$ cat src/design/tfe_pkg.sv
// ----------------------------------------------------------------------------
// tfe_pkg
// shared types, codes and helpers for the tag frame extractor
// ----------------------------------------------------------------------------
package tfe_pkg;

  // walk phases
  localparam logic [1:0] PH_IDLE = 2'd0;
  localparam logic [1:0] PH_TAG  = 2'd1;
  localparam logic [1:0] PH_FRM  = 2'd2;
  localparam logic [1:0] PH_PAY  = 2'd3;

  // result kinds
  localparam logic [1:0] KIND_START = 2'd0;
  localparam logic [1:0] KIND_TEXT  = 2'd1;
  localparam logic [1:0] KIND_END   = 2'd2;
  localparam logic [1:0] KIND_DONE  = 2'd3;

  // configuration register indexes
  localparam int         CFG_IDX_W  = 1;
  localparam logic [0:0] CFG_MODE   = 1'd0;
  localparam logic [0:0] CFG_WANTED = 1'd1;

  localparam logic [3:0]  HDR_LEN     = 4'd10;
  localparam logic [3:0]  SIZE_FIRST  = 4'd6;
  localparam logic [3:0]  ID_BYTES    = 4'd4;
  localparam logic [3:0]  SIZE_END    = 4'd8;
  localparam logic [31:0] ID_APIC     = 32'h4150_4943;
  localparam logic [7:0]  ID_CHAR_LO  = 8'd65;
  localparam logic [7:0]  ID_CHAR_HI  = 8'd91;
  localparam logic [7:0]  PRINT_LO    = 8'd32;
  localparam logic [7:0]  PRINT_HI    = 8'd127;

  typedef struct packed {
    logic [7:0] data_byte;
    logic       tag_start;
  } tfe_in_t;

  typedef struct packed {
    logic [1:0]  kind;
    logic [31:0] frame_id;
    logic [7:0]  text;
    logic        last;
  } tfe_out_t;

  typedef struct packed {
    logic [1:0]  phase;
    logic [3:0]  pos;
    logic [31:0] tag_size;
    logic [31:0] frame_name;
    logic [31:0] frame_length;
    logic [31:0] remaining;
    logic        reporting;
  } tfe_state_t;

  // results caused by one byte, in order from kinds[0]
  typedef struct packed {
    logic [1:0]      cnt;
    logic [2:0][1:0] kinds;
    logic [31:0]     frame_id;
    logic [7:0]      text;
  } tfe_step_t;

  // 7-bit-per-byte size accumulation, bit 7 kept
  function automatic logic [31:0] size_shift(input logic [31:0] acc, input logic [7:0] b);
    size_shift = {acc[24:0], 7'b0} + {24'b0, b};
  endfunction

endpackage

$ cat src/design/tfe_parse.sv
// ----------------------------------------------------------------------------
// tfe_parse
// next-state and result logic for one byte of the tag walk
// ----------------------------------------------------------------------------
module tfe_parse #(
  parameter int COUNT_WIDTH = 32,
  parameter int CNT_W       = 34
) (
  input  tfe_pkg::tfe_in_t    item,
  input  tfe_pkg::tfe_state_t st,
  input  logic [CNT_W-1:0]    consumed,
  input  logic                mode,
  input  logic [31:0]         wanted_id,
  output tfe_pkg::tfe_state_t st_nxt,
  output logic [CNT_W-1:0]    consumed_nxt,
  output tfe_pkg::tfe_step_t  step
);
  import tfe_pkg::*;

  localparam logic [CNT_W-1:0] CountMax = {CNT_W{1'b1}} >> (CNT_W - COUNT_WIDTH);

  logic [7:0]       b;
  logic [3:0]       pos_inc;
  logic [31:0]      name_upd;
  logic [31:0]      len_upd;
  logic [CNT_W-1:0] add;
  logic [CNT_W-1:0] sum;
  logic [CNT_W-1:0] cons_add;
  logic [CNT_W-1:0] tag_ext;
  logic             rep_new;
  logic             stop;
  logic [31:0]      rem_dec;
  logic             f_first;
  logic [1:0]       k_first;
  logic             f_end;
  logic             f_done;
  logic [2:0]       flags;
  logic [2:0][1:0]  cand;
  logic [1:0]       n;

  always_comb begin
    b        = item.data_byte;
    pos_inc  = st.pos + 4'd1;
    name_upd = (st.pos < ID_BYTES) ? {st.frame_name[23:0], b} : st.frame_name;
    len_upd  = (st.pos >= ID_BYTES && st.pos < SIZE_END) ?
               size_shift(st.frame_length, b) : st.frame_length;
    add      = CNT_W'(len_upd) + CNT_W'(HDR_LEN);
    sum      = consumed + add;
    // headroom check before the add, so a full-width count never wraps
    cons_add = ((add <= CountMax) && (consumed > CountMax - add)) ? CountMax : sum;
    tag_ext  = CNT_W'(st.tag_size);
    rem_dec  = st.remaining - {31'b0, (st.remaining != 32'd0)};

    if (mode) begin
      rep_new = (name_upd == wanted_id);
      stop    = 1'b0;
    end else if (name_upd == ID_APIC) begin
      rep_new = 1'b0;
      stop    = 1'b0;
    end else begin
      rep_new = (name_upd[31:24] >= ID_CHAR_LO) && (name_upd[31:24] <= ID_CHAR_HI);
      stop    = !rep_new;
    end

    st_nxt       = st;
    consumed_nxt = consumed;
    f_first      = 1'b0;
    k_first      = KIND_START;
    f_end        = 1'b0;
    f_done       = 1'b0;
    step.frame_id = st.frame_name;
    step.text     = b;

    if (item.tag_start) begin
      st_nxt       = '0;
      st_nxt.phase = PH_TAG;
      st_nxt.pos   = 4'd1;
      consumed_nxt = '0;
    end else begin
      case (st.phase)
        PH_TAG: begin
          if (st.pos >= SIZE_FIRST) st_nxt.tag_size = size_shift(st.tag_size, b);
          st_nxt.pos = pos_inc;
          if (pos_inc >= HDR_LEN) begin
            st_nxt.phase        = PH_FRM;
            st_nxt.pos          = 4'd0;
            st_nxt.frame_name   = '0;
            st_nxt.frame_length = '0;
          end
        end
        PH_FRM: begin
          st_nxt.frame_name   = name_upd;
          st_nxt.frame_length = len_upd;
          st_nxt.pos          = pos_inc;
          step.frame_id       = name_upd;
          if (pos_inc >= HDR_LEN) begin
            st_nxt.pos   = 4'd0;
            consumed_nxt = cons_add;
            if (stop) begin
              f_done           = 1'b1;
              st_nxt.phase     = PH_IDLE;
              st_nxt.reporting = 1'b0;
            end else begin
              st_nxt.reporting = rep_new;
              f_first          = rep_new;
              k_first          = KIND_START;
              st_nxt.remaining = len_upd;
              if (len_upd == 32'd0) begin
                // empty frame closes on its last header byte
                f_end            = rep_new;
                st_nxt.reporting = 1'b0;
                if (cons_add > tag_ext) begin
                  f_done       = 1'b1;
                  st_nxt.phase = PH_IDLE;
                end else begin
                  st_nxt.phase        = PH_FRM;
                  st_nxt.frame_name   = '0;
                  st_nxt.frame_length = '0;
                end
              end else begin
                st_nxt.phase = PH_PAY;
              end
            end
          end
        end
        PH_PAY: begin
          st_nxt.remaining = rem_dec;
          f_first = st.reporting && (b >= PRINT_LO) && (b <= PRINT_HI);
          k_first = KIND_TEXT;
          if (rem_dec == 32'd0) begin
            f_end            = st.reporting;
            st_nxt.reporting = 1'b0;
            if (consumed > tag_ext) begin
              f_done       = 1'b1;
              st_nxt.phase = PH_IDLE;
            end else begin
              st_nxt.phase        = PH_FRM;
              st_nxt.pos          = 4'd0;
              st_nxt.frame_name   = '0;
              st_nxt.frame_length = '0;
            end
          end
        end
        default: begin
        end
      endcase
    end

    // pack the raised results in order
    flags = {f_done, f_end, f_first};
    cand  = {KIND_DONE, KIND_END, k_first};
    n     = 2'd0;
    step.kinds = '0;
    for (int i = 0; i < 3; i++) begin
      if (flags[i]) begin
        step.kinds[n] = cand[i];
        n = n + 2'd1;
      end
    end
    step.cnt = n;
  end

endmodule

$ cat src/design/tfe_rbuf.sv
// ----------------------------------------------------------------------------
// tfe_rbuf
// result register: holds the results of one byte and hands them out one beat
// at a time
// ----------------------------------------------------------------------------
module tfe_rbuf (
  input  logic               clk,
  input  logic               rst_n,
  input  logic               load,
  input  tfe_pkg::tfe_step_t step,
  input  logic               out_stall,
  output logic               out_valid,
  output tfe_pkg::tfe_out_t  out_data,
  output logic               free
);
  import tfe_pkg::*;

  logic [1:0]      rc_r;
  logic [1:0]      rc_nxt;
  logic [2:0][1:0] kinds_r;
  logic [31:0]     id_r;
  logic [7:0]      text_r;
  logic            take;

  assign out_valid = (rc_r != 2'd0);
  assign take      = out_valid && !out_stall;
  assign free      = (rc_r == 2'd0) || ((rc_r == 2'd1) && take);

  always_comb begin
    rc_nxt = rc_r;
    if (load)      rc_nxt = step.cnt;
    else if (take) rc_nxt = rc_r - 2'd1;
  end

  always_ff @(posedge clk) begin
    if (!rst_n) begin
      rc_r <= 2'd0;
    end else begin
      rc_r <= rc_nxt;
    end
  end

  always_ff @(posedge clk) begin
    if (load) begin
      kinds_r <= step.kinds;
      id_r    <= step.frame_id;
      text_r  <= step.text;
    end else if (take) begin
      kinds_r <= {2'b00, kinds_r[2], kinds_r[1]};
    end
  end

  always_comb begin
    out_data.kind     = kinds_r[0];
    out_data.frame_id = id_r;
    out_data.text     = (kinds_r[0] == KIND_TEXT) ? text_r : 8'd0;
    out_data.last     = (rc_r == 2'd1);
  end

endmodule

$ cat src/design/tag_frame_extractor.sv
// ----------------------------------------------------------------------------
// tag_frame_extractor
// walks a metadata tag one byte per beat and reports the printable text of
// its frames as start / text / end / finished results
// ----------------------------------------------------------------------------
// path: a byte is registered in the input register on acceptance, parsed from
//   there, and its results are registered in the result register before out_valid
// throughput: one byte per cycle while each byte yields at most one result and
//   out_stall is low; a byte that yields k results (k up to 3) holds the input
//   until all but the last of them have left the result register
// reset: synchronous active-low rst_n clears the walk, the counters, the
//   configuration registers and all pending results
// ----------------------------------------------------------------------------
module tag_frame_extractor #(
  parameter int COUNT_WIDTH = 32
) (
  input  logic                            clk,
  input  logic                            rst_n,
  input  logic                            in_valid,
  output logic                            in_stall,
  input  tfe_pkg::tfe_in_t                in_data,
  output logic                            out_valid,
  input  logic                            out_stall,
  output tfe_pkg::tfe_out_t               out_data,
  input  logic                            cfg_valid,
  output logic                            cfg_ready,
  input  logic [tfe_pkg::CFG_IDX_W-1:0]   cfg_index,
  input  logic [31:0]                     cfg_data
);
  import tfe_pkg::*;

  // consumed count must hold one unsaturated frame add past a 32-bit tag size
  localparam int CNT_W = (COUNT_WIDTH > 34) ? COUNT_WIDTH : 34;

  // input register
  logic             in_valid_r;
  tfe_in_t          in_r;

  // walk state
  tfe_state_t       st_r;
  tfe_state_t       st_nxt;
  logic [CNT_W-1:0] consumed_r;
  logic [CNT_W-1:0] consumed_nxt;

  // configuration
  logic             mode_r;
  logic [31:0]      wanted_r;

  tfe_step_t        step;
  logic             buf_free;
  logic             fire;

  // a byte is parsed once the result register can take all its results
  assign fire      = in_valid_r && buf_free;
  assign in_stall  = in_valid_r && !buf_free;
  assign cfg_ready = 1'b1;

  // input register refills whenever its byte moves on
  always_ff @(posedge clk) begin
    if (!rst_n) begin
      in_valid_r <= 1'b0;
    end else if (!in_stall) begin
      in_valid_r <= in_valid;
    end
  end

  always_ff @(posedge clk) begin
    if (!in_stall) begin
      in_r <= in_data;
    end
  end

  // configuration writes: the user must issue them only while the walk is quiet; the block does not enforce it
  always_ff @(posedge clk) begin
    if (!rst_n) begin
      mode_r   <= 1'b0;
      wanted_r <= 32'd0;
    end else if (cfg_valid && cfg_ready) begin
      case (cfg_index)
        CFG_MODE:   mode_r   <= cfg_data[0];
        CFG_WANTED: wanted_r <= cfg_data;
        default: begin
        end
      endcase
    end
  end

  tfe_parse #(
    .COUNT_WIDTH (COUNT_WIDTH),
    .CNT_W       (CNT_W)
  ) u_parse (
    .item         (in_r),
    .st           (st_r),
    .consumed     (consumed_r),
    .mode         (mode_r),
    .wanted_id    (wanted_r),
    .st_nxt       (st_nxt),
    .consumed_nxt (consumed_nxt),
    .step         (step)
  );

  // walk state advances once per parsed byte
  always_ff @(posedge clk) begin
    if (!rst_n) begin
      st_r       <= '0;
      consumed_r <= '0;
    end else if (fire) begin
      st_r       <= st_nxt;
      consumed_r <= consumed_nxt;
    end
  end

  tfe_rbuf u_rbuf (
    .clk       (clk),
    .rst_n     (rst_n),
    .load      (fire),
    .step      (step),
    .out_stall (out_stall),
    .out_valid (out_valid),
    .out_data  (out_data),
    .free      (buf_free)
  );

  // a tag restart never produces a result
  a_restart_silent: assert property (@(posedge clk) disable iff (!rst_n)
    fire && in_r.tag_start |=> !out_valid)
    else $error("result after tag restart");

  // header byte counter stays within the header length
  a_pos_range: assert property (@(posedge clk) disable iff (!rst_n)
    st_r.pos <= HDR_LEN)
    else $error("header position out of range");

  // payload phase always has bytes left to take
  a_pay_remaining: assert property (@(posedge clk) disable iff (!rst_n)
    st_r.phase == PH_PAY |-> st_r.remaining != 32'd0)
    else $error("payload phase with nothing remaining");

  // walk-finished is always the final result of its byte
  a_done_last: assert property (@(posedge clk) disable iff (!rst_n)
    out_valid && out_data.kind == KIND_DONE |-> out_data.last)
    else $error("finish result not marked last");

endmodule
$ cat config.mk
export PLATFORM = sky130hd
export DESIGN_NAME = tag_frame_extractor
export DESIGN_NICKNAME = d
export VERILOG_FILES = /design/src/design/tfe_pkg.sv /design/src/design/tfe_parse.sv /design/src/design/tfe_rbuf.sv /design/src/design/tag_frame_extractor.sv
export SDC_FILE = /design/constraint.sdc
export NUM_CORES = 1
export LEC_CHECK = 0
export BUFFER_PORTS_ARGS = -buffer_cell sky130_fd_sc_hd__buf_2
export CAP_MARGIN = 10
export CORE_ASPECT_RATIO = 1.25
export CORE_MARGIN = 5
export CORE_UTILIZATION = 55
export CTS_CLUSTER_SIZE = 12
export DETAILED_ROUTE_END_ITERATION = 10
export PLACE_DENSITY_LB_ADDON = 0.05
export REMOVE_ABC_BUFFERS = 1
export SLEW_MARGIN = 10
export SYNTH_ARGS = -nofsm -noshare
export SYNTH_HDL_FRONTEND = slang
export SYNTH_SLANG_ARGS = --single-unit
$ cat constraint.sdc
create_clock -name clk -period 9.25 [get_ports clk]
set_input_delay 0 -clock clk [delete_from_list [all_inputs] [get_ports clk]]
set_output_delay 0 -clock clk [all_outputs]
set_load 0.02 [all_outputs]
Word level (Yosys, flattened, before mapping)
Cells that the tools add are included.
Operators by class
  $lt $le $gt $ge: 17
  multiplexer cells: 71
  eq/ne operators: 12
  $add $sub $neg: 10
  bitwise gates (word level): 5
  reductions and logical operators: 36
Operator list (number)
  64-bit two-way mux: 5
  32-bit two-way mux: 6
  64-bit one-hot mux with 3 select lines: 1
  34-bit two-way mux: 4
  135-bit two-way mux: 1
  97-bit two-way mux: 1
  96-bit two-way mux: 1
  34-bit by 32-bit > comparator with 1-bit output: 2
  33-bit one-hot mux with 2 select lines: 1
  32-bit by 8-bit adder with 32-bit output: 2
  32-bit logical NOT: 2
  6-bit two-way mux: 7
  34-bit adder: 1
  34-bit > comparator: 1
  34-bit by 32-bit <= comparator with 1-bit output (second input constant): 1
  32-bit by 34-bit subtractor with 34-bit output (first input constant): 1
  32-bit by 4-bit adder with 33-bit output (second input constant): 1
  32-bit by 31-bit == test with 1-bit output (second input constant): 1
  32-bit == test: 1
  32-bit nonzero test: 1
  32-bit by 1-bit subtractor with 32-bit output: 1
  1-bit two-way mux: 24
  2-bit two-way mux: 12
  6-bit one-hot mux with 3 select lines: 1
  39 further kinds: 72
Word-level totals
  word-level logic and storage cells: 170
  output and inout port bits: 46
  input port bits: 47
  register bits: 260

Longest topological paths before layout
  word-level depth: 22
  mapped depth: 40

Cells and area by module
From an unflattened synthesis, not the netlist that was laid out.
Second synthesis, totals
  cells, all modules: 2829
  area total of the unflattened synthesis: 21460.6 um^2
By module, submodules not included
  tfe_parse: cells an instance 1810, times used 1, area an instance 11478.5 um^2
  tag_frame_extractor: cells an instance 936, times used 1, area an instance 8309.2 um^2
  tfe_rbuf: cells an instance 83, times used 1, area an instance 1672.9 um^2

Worst setup path after synthesis
Ideal clock, no wire load.
  kind: reg2reg
  start: register st_r[132] (netlist name)
  end: register st_r[73] (netlist name)
  data required time: 9.133 ns
  stages on the path, launching flop included: 40
  setup slack: 1.444 ns
  arrival time: 7.689 ns
  cell sequence: dfxtp_1 > buf_2 > nand2b_1 > buf_2 > buf_1 > o21ai_0 > ha_1 > nor2_1 > nor3_1 > nand3b_1 > nor2_1 > nand2_1 > nor3_1 > nand3_1 > nor4_1 > xnor2_1 > ha_1 > nand4_1 > (+4 left out) > nor2_1 > nand2_4 > buf_2 > nand2_1 > ha_1 > a21o_1 > a21oi_1 > nor2b_1 > a2111oi_0 > o311ai_0 > o31ai_1 > o311ai_0 > a211oi_1 > nor3_1 > o21a_1 > buf_4 > buf_4 > a22o_1
Between the ends
  cells in the longest elaborated chain, start to end: 15
  elaborated cells between the ends (all ways): 32
  those cells by class: 4 x add/sub; 9 x order compare; 2 x eq/ne; 11 x mux; 6 x reduce/logical
RTL lines
  start: declaration: RTL line tag_frame_extractor.sv:40  | tfe_state_t st_r;
  start signal: assignment: RTL line tag_frame_extractor.sv:108  | st_r <= st_nxt;
  4-bit by 3-bit >= comparator with 1-bit output / 4-bit less-than comparator (equally long branches): RTL line tfe_parse.sv:45  | len_upd = (st.pos >= ID_BYTES && st.pos < SIZE_END) ?
  1-bit logical AND: RTL line tfe_parse.sv:45
  32-bit two-way mux: RTL line tfe_parse.sv:45
  32-bit by 4-bit adder with 33-bit output: RTL line tfe_parse.sv:47  | add = CNT_W'(len_upd) + CNT_W'(HDR_LEN);
  32-bit by 34-bit subtractor with 34-bit output: RTL line tfe_parse.sv:50  | cons_add = ((add <= CountMax) && (consumed > CountMax - add)) ? CountMax : sum;
  34-bit > comparator: RTL line tfe_parse.sv:50
  1-bit logical AND: RTL line tfe_parse.sv:50
  34-bit two-way mux: RTL line tfe_parse.sv:50
  34-bit by 32-bit > comparator with 1-bit output: RTL line tfe_parse.sv:112  | if (cons_add > tag_ext) begin
  64-bit two-way mux: RTL line tfe_parse.sv:112
  64-bit two-way mux: RTL line tfe_parse.sv:108  | if (len_upd == 32'd0) begin
  96-bit two-way mux: RTL line tfe_parse.sv:99  | if (stop) begin
  97-bit two-way mux: RTL line tfe_parse.sv:96  | if (pos_inc >= HDR_LEN) begin
  64-bit one-hot mux with 3 select lines: RTL line tfe_parse.sv:80  | case (st.phase)
  135-bit two-way mux: RTL line tfe_parse.sv:74  | if (item.tag_start) begin
Parallel ways exist; a longest one is shown, timed or not. The select of a mux whose other input is x is not followed.
A chain may end at the register's enable or synchronous reset.

Worst setup path in the final report
  start: register st_r[33] (netlist name)
  end: register u_rbuf.kinds_r[3] (netlist name), data pin
Between the ends
  cells in the longest elaborated chain, start to end: 16
  elaborated cells between the ends (all ways): 32
  those cells by class: 4 x add/sub; 5 x order compare; 19 x mux; 1 x bitwise; 3 x reduce/logical
RTL lines
  32-bit by 8-bit adder with 32-bit output: RTL line tfe_pkg.sv:66  | size_shift = {acc[24:0], 7'b0} + {24'b0, b};
  32-bit two-way mux *: RTL line tfe_parse.sv:45
  32-bit by 4-bit adder with 33-bit output / 32-bit logical NOT (equally long branches): RTL line tfe_parse.sv:47, tfe_parse.sv:108
  32-bit by 34-bit subtractor with 34-bit output / 1-bit two-way mux (equally long branches): RTL line tfe_parse.sv:50, tfe_parse.sv:108
  34-bit > comparator / 1-bit two-way mux (equally long branches): RTL line tfe_parse.sv:50, tfe_parse.sv:99
  1-bit logical AND / 1-bit two-way mux (equally long branches): RTL line tfe_parse.sv:50, tfe_parse.sv:96
  34-bit two-way mux / 1-bit one-hot mux with 2 select lines (equally long branches): RTL line tfe_parse.sv:50, tfe_parse.sv:80
  34-bit by 32-bit > comparator with 1-bit output / 1-bit two-way mux (equally long branches): RTL line tfe_parse.sv:112, tfe_parse.sv:74
  1-bit two-way mux / 2-bit two-way mux (equally long branches): RTL line tfe_parse.sv:112, tfe_parse.sv:155
  1-bit two-way mux (tied with other cells): RTL line tfe_parse.sv:108
  1-bit two-way mux / 1-bit logical AND (equally long branches): RTL line tfe_parse.sv:99, tfe_parse.sv:156
  1-bit two-way mux / 2-bit two-way mux (equally long branches): RTL line tfe_parse.sv:96, tfe_parse.sv:156
  1-bit one-hot mux with 2 select lines / 2-bit demux with 2-bit select (equally long branches)
  1-bit two-way mux / 6-bit bitwise OR (equally long branches)
  6-bit two-way mux *: RTL line tfe_parse.sv:155  | if (flags[i]) begin
  6-bit two-way mux *: RTL line tfe_rbuf.sv:44  | if (load) begin
  end signal: assignment: RTL line tfe_rbuf.sv:45  | kinds_r <= step.kinds;
  end signal: assignment: RTL line tfe_rbuf.sv:49  | kinds_r <= {2'b00, kinds_r[2], kinds_r[1]};
  end: declaration: RTL line tfe_rbuf.sv:20  | logic [2:0][1:0] kinds_r;
Mark *: on every way between the ends. The rest lies on a longest branch, timed or not.

==> results_dict.tcl <==
set metrics [dict create \
    run_status "completed" \
    pre_cts_ws_ps 17.8 \
    cpPeakStageDelay_ps 570 \
    hold_end "in_r[1]$_DFFE_PN_" \
    grtUsageTotal_pct 30.6 \
    cts_tree "yes" \
    p_total_mw 2.65 \
    synth_cells 2316 \
    grt_pass1_wl_um 92000 \
    antenna_cells 0 \
    holdCritStartpoint "in_data[1]" \
    synth-warning-count 0 \
    synth.distinct_cells 91 \
    fin_hold_ws_ps 133 \
    vias 17800 \
    synth_commonest_cells "a21oi_1 (232), nor2_1 (231), nand2_1 (216), dfxtp_1 (205), nor3_1 (137)" \
    drv_slew 0 \
    layout-drive-gt1-share_pct 11.1 \
    chipWidth_um 173 \
    path_class "register to register" \
    grt_pass1_vias 16900 \
    reg2reg_setup_slack_ps 610 \
    cts.sinks 259 \
    grt_setup_unrepaired "no" \
    regToRegEndpoint "u_rbuf.kinds_r[3]$_DFFE_PP_" \
    cp_slowest_cell "or4_1" \
    slew_headroom_pct 19.8 \
    yosysTopAreaCellShare_pct 22.4 \
    arrival_ps 8970 \
    place_congestion 0.982 \
    drt-initial-drc-count 1445 \
    area_growth_pct 12.0 \
    wire_per_inst_um 20.9 \
    htreeDepth 1 \
    fill_cells 3006 \
    crit_path_frequent_cell "ha_1" \
    drc_errors 0 \
    core_area_mm2 0.0328 \
    r2r_start "st_r[33]$_SDFFE_PN0P_" \
    worstMarginPinSlew_ps 1200 \
    fin_crit_ps 8640 \
    yosysMostFrequentCell "a21oi_1" \
    die-area_mm2 0.0370 \
    synth_edf_count 54 \
    fin_ws_ps 614 \
    ant_nets 0 \
    fin_crit_sh_pct 93.4 \
    grt.overflow.total 0 \
    initial_utilization_pct 55.8 \
    antenna_found_initial 0 \
    reg2reg_depth 33 \
    num_io_pins 93 \
    synth_area_mm2 0.0183 \
    worstHoldPathCells 2 \
    cap_violations 0 \
    via_per_inst 6.31 \
    synthFlopType "dfxtp_1" \
    synth_seq_cells 259 \
    fin_util_pct 62.5 \
    grt_start_max_net_pins 109 \
    endpoint_kind "register" \
    fin_skew_ps 38.1 \
    ir_drop_mv 0.181 \
    seq_area_frac_synth_pct 31.3 \
    drt-pass1-iter-count 8 \
    p_per_area_mw_per_mm2 129 \
    cts.path.max_buffers 3 \
    routed_wirelength_um 58700 \
    hold_class "primary input to register" \
    clock_latency_ps 590 \
    fin_nets 2538 \
    clk_pin_slew_ps 60 \
    io_buffers 91 \
    hpwl_um 42500 \
    synth-async-reset-ratio_pct 0 \
    rows 74 \
    fp.dieH_um 214 \
    cts_root_buf "clkbuf_16" \
    setup_violations 0 \
    worstSetupStartpointType "register" \
    post_cts_buffers 0 \
    required_ps 9590 \
    syn_avg_cell_area_um2 7.90 \
    synth_top_cell_by_area "dfxtp_1" \
    fmaxAchievable_mhz 116 \
    p_leak_nw 8.08 \
    synth.top_cells.by_area "dfxtp_1 (22%), edfxtp_1 (8.9%), ha_1 (7.9%)" \
    cp_max_fo 14 \
    numCtsBuffers 30 \
    hold_viol_final 0 \
]
## layer usage
layer / part of all wire, % / vias to the layer above / global-route usage (%)
li1: - / 8536 / -
met1: 41 / 8485 / 37.5
met2: 49 / 610 / 54.6
met3: 5.0 / 152 / 3.54
met4: 4.7 / 0 / 13.7
met5: 0 / - / 0
## area by class of cell
class	instances	area (um^2)	share of cell area [%]
Clock buffer	40	830	4.05
Clock inverter	16	160	0.782
Inverter	89	339	1.66
Multi-Input combinational cell	1817	11700	57.0
Sequential cell	259	5730	28.0
Tap cell	418	523	2.55
Timing Repair Buffer	177	1220	5.95
## through the flow
stage	instances	setup TNS [ps]	cell area [um^2]
4_1_cts	2816	0	20400
3_3_place_gp	2713	0	19000
2_1_floorplan	2165	-35270	17600
6_report	2816	0	20500
5_1_grt	2816	0	20500
3_5_place_dp	2713	0	19000
## sequential cells by signal, indices dropped and copies added, names as in the netlist
| name | cells |
|---|---|
| st_r | 135 |
| consumed_r | 34 |
| u_rbuf.id_r | 32 |
| wanted_r | 32 |
| in_r | 9 |
| u_rbuf.text_r | 8 |
| u_rbuf.kinds_r | 3 |
| u_rbuf.out_data | 2 |
| u_rbuf.rc_r | 2 |
| in_valid_r | 1 |
| mode_r | 1 |
## where the power goes
group          internal [mW]  switching [mW]
sequential              1.19          0.0177
combinational         0.0769           0.160
clock                  0.711           0.498
total                   1.98           0.675
## worst max-delay path, delay by kind of cell, from the launching register on
| kind | cells | cell delay [ps] |
|---|---|---|
| AOI/OAI and AO/OA | 12 | 2950 |
| xor gates and xnor gates | 2 | 350 |
| muxes | 1 | 280 |
| DFF | 1 | 350 |
| adders and majority gates | 4 | 1250 |
| buffers and inverters | 2 | 430 |
| and+or+nand+nor | 12 | 2770 |
## timing repair
item / 4_1_cts / 5_1_grt
hold buffers: 47 / 0
endpoints found under the setup margin: 28 / 42
pin swaps: 0 / 1
hold endpoints to repair: 54 / 0
resized for setup: 1 / 9
## placed cells by master (no fill, tap or decap), types with 10 or more instances in the layout
cell           count
a21o_1            33
mux2_2            22
mux2i_1           17
ha_1             116
and3_1            28
xor2_1            42
nor3b_1           22
nand4_1           46
or4_1             19
nand3_1           40
dlygate4sd3_1     47
nor3_1           135
a22o_1            28
a22oi_1           50
nor2b_1           15
or3b_2            22
edfxtp_1          54
nand2_1          216
dfxtp_1          203
nand2b_1          19
and2_1            21
buf_4             39
o21ai_0          104
nor4_1            34
a31oi_1           20
buf_2             91
xnor2_1           80
o31ai_1           15
nor4b_1           10
a211oi_1          19
a21oi_1          232
or3_1             28
nor2_1           230
clkbuf_16         31
o21a_1            20
inv_1             87
## worst max-delay path by stage
| stage | depth (start not counted) | slack [ps] | from | end |
|---|---|---|---|---|
| after floorplan | 34 | -930 | st_r[131]$_SDFFE_PN0P_ | st_r[65]$_SDFFE_PN0P_ |
| after global placement | 33 | 360 | in_r[8]$_DFFE_PN_ | st_r[69]$_SDFFE_PN0P_ |
| after detailed placement | 33 | 20 | in_r[8]$_DFFE_PN_ | st_r[88]$_SDFFE_PN0P_ |
| after CTS | 33 | 160 | in_r[8]$_DFFE_PN_ | st_r[88]$_SDFFE_PN0P_ |
| after global routing | 33 | 70 | st_r[33]$_SDFFE_PN0P_ | u_rbuf.kinds_r[3]$_DFFE_PP_ |
| final | 33 | 610 | st_r[33]$_SDFFE_PN0P_ | u_rbuf.kinds_r[3]$_DFFE_PP_ |
## kinds of logic after synthesis
family	synth area share, %
AOI/OAI and AO/OA	20.9
xor gates and xnor gates	5.93
adders and majority gates	8.05
buffers and inverters	5.37
DFF	31.3
muxes	2.29
other	0.0205
and+or+nand+nor	26.1
(Power assumes the default switching activity.)
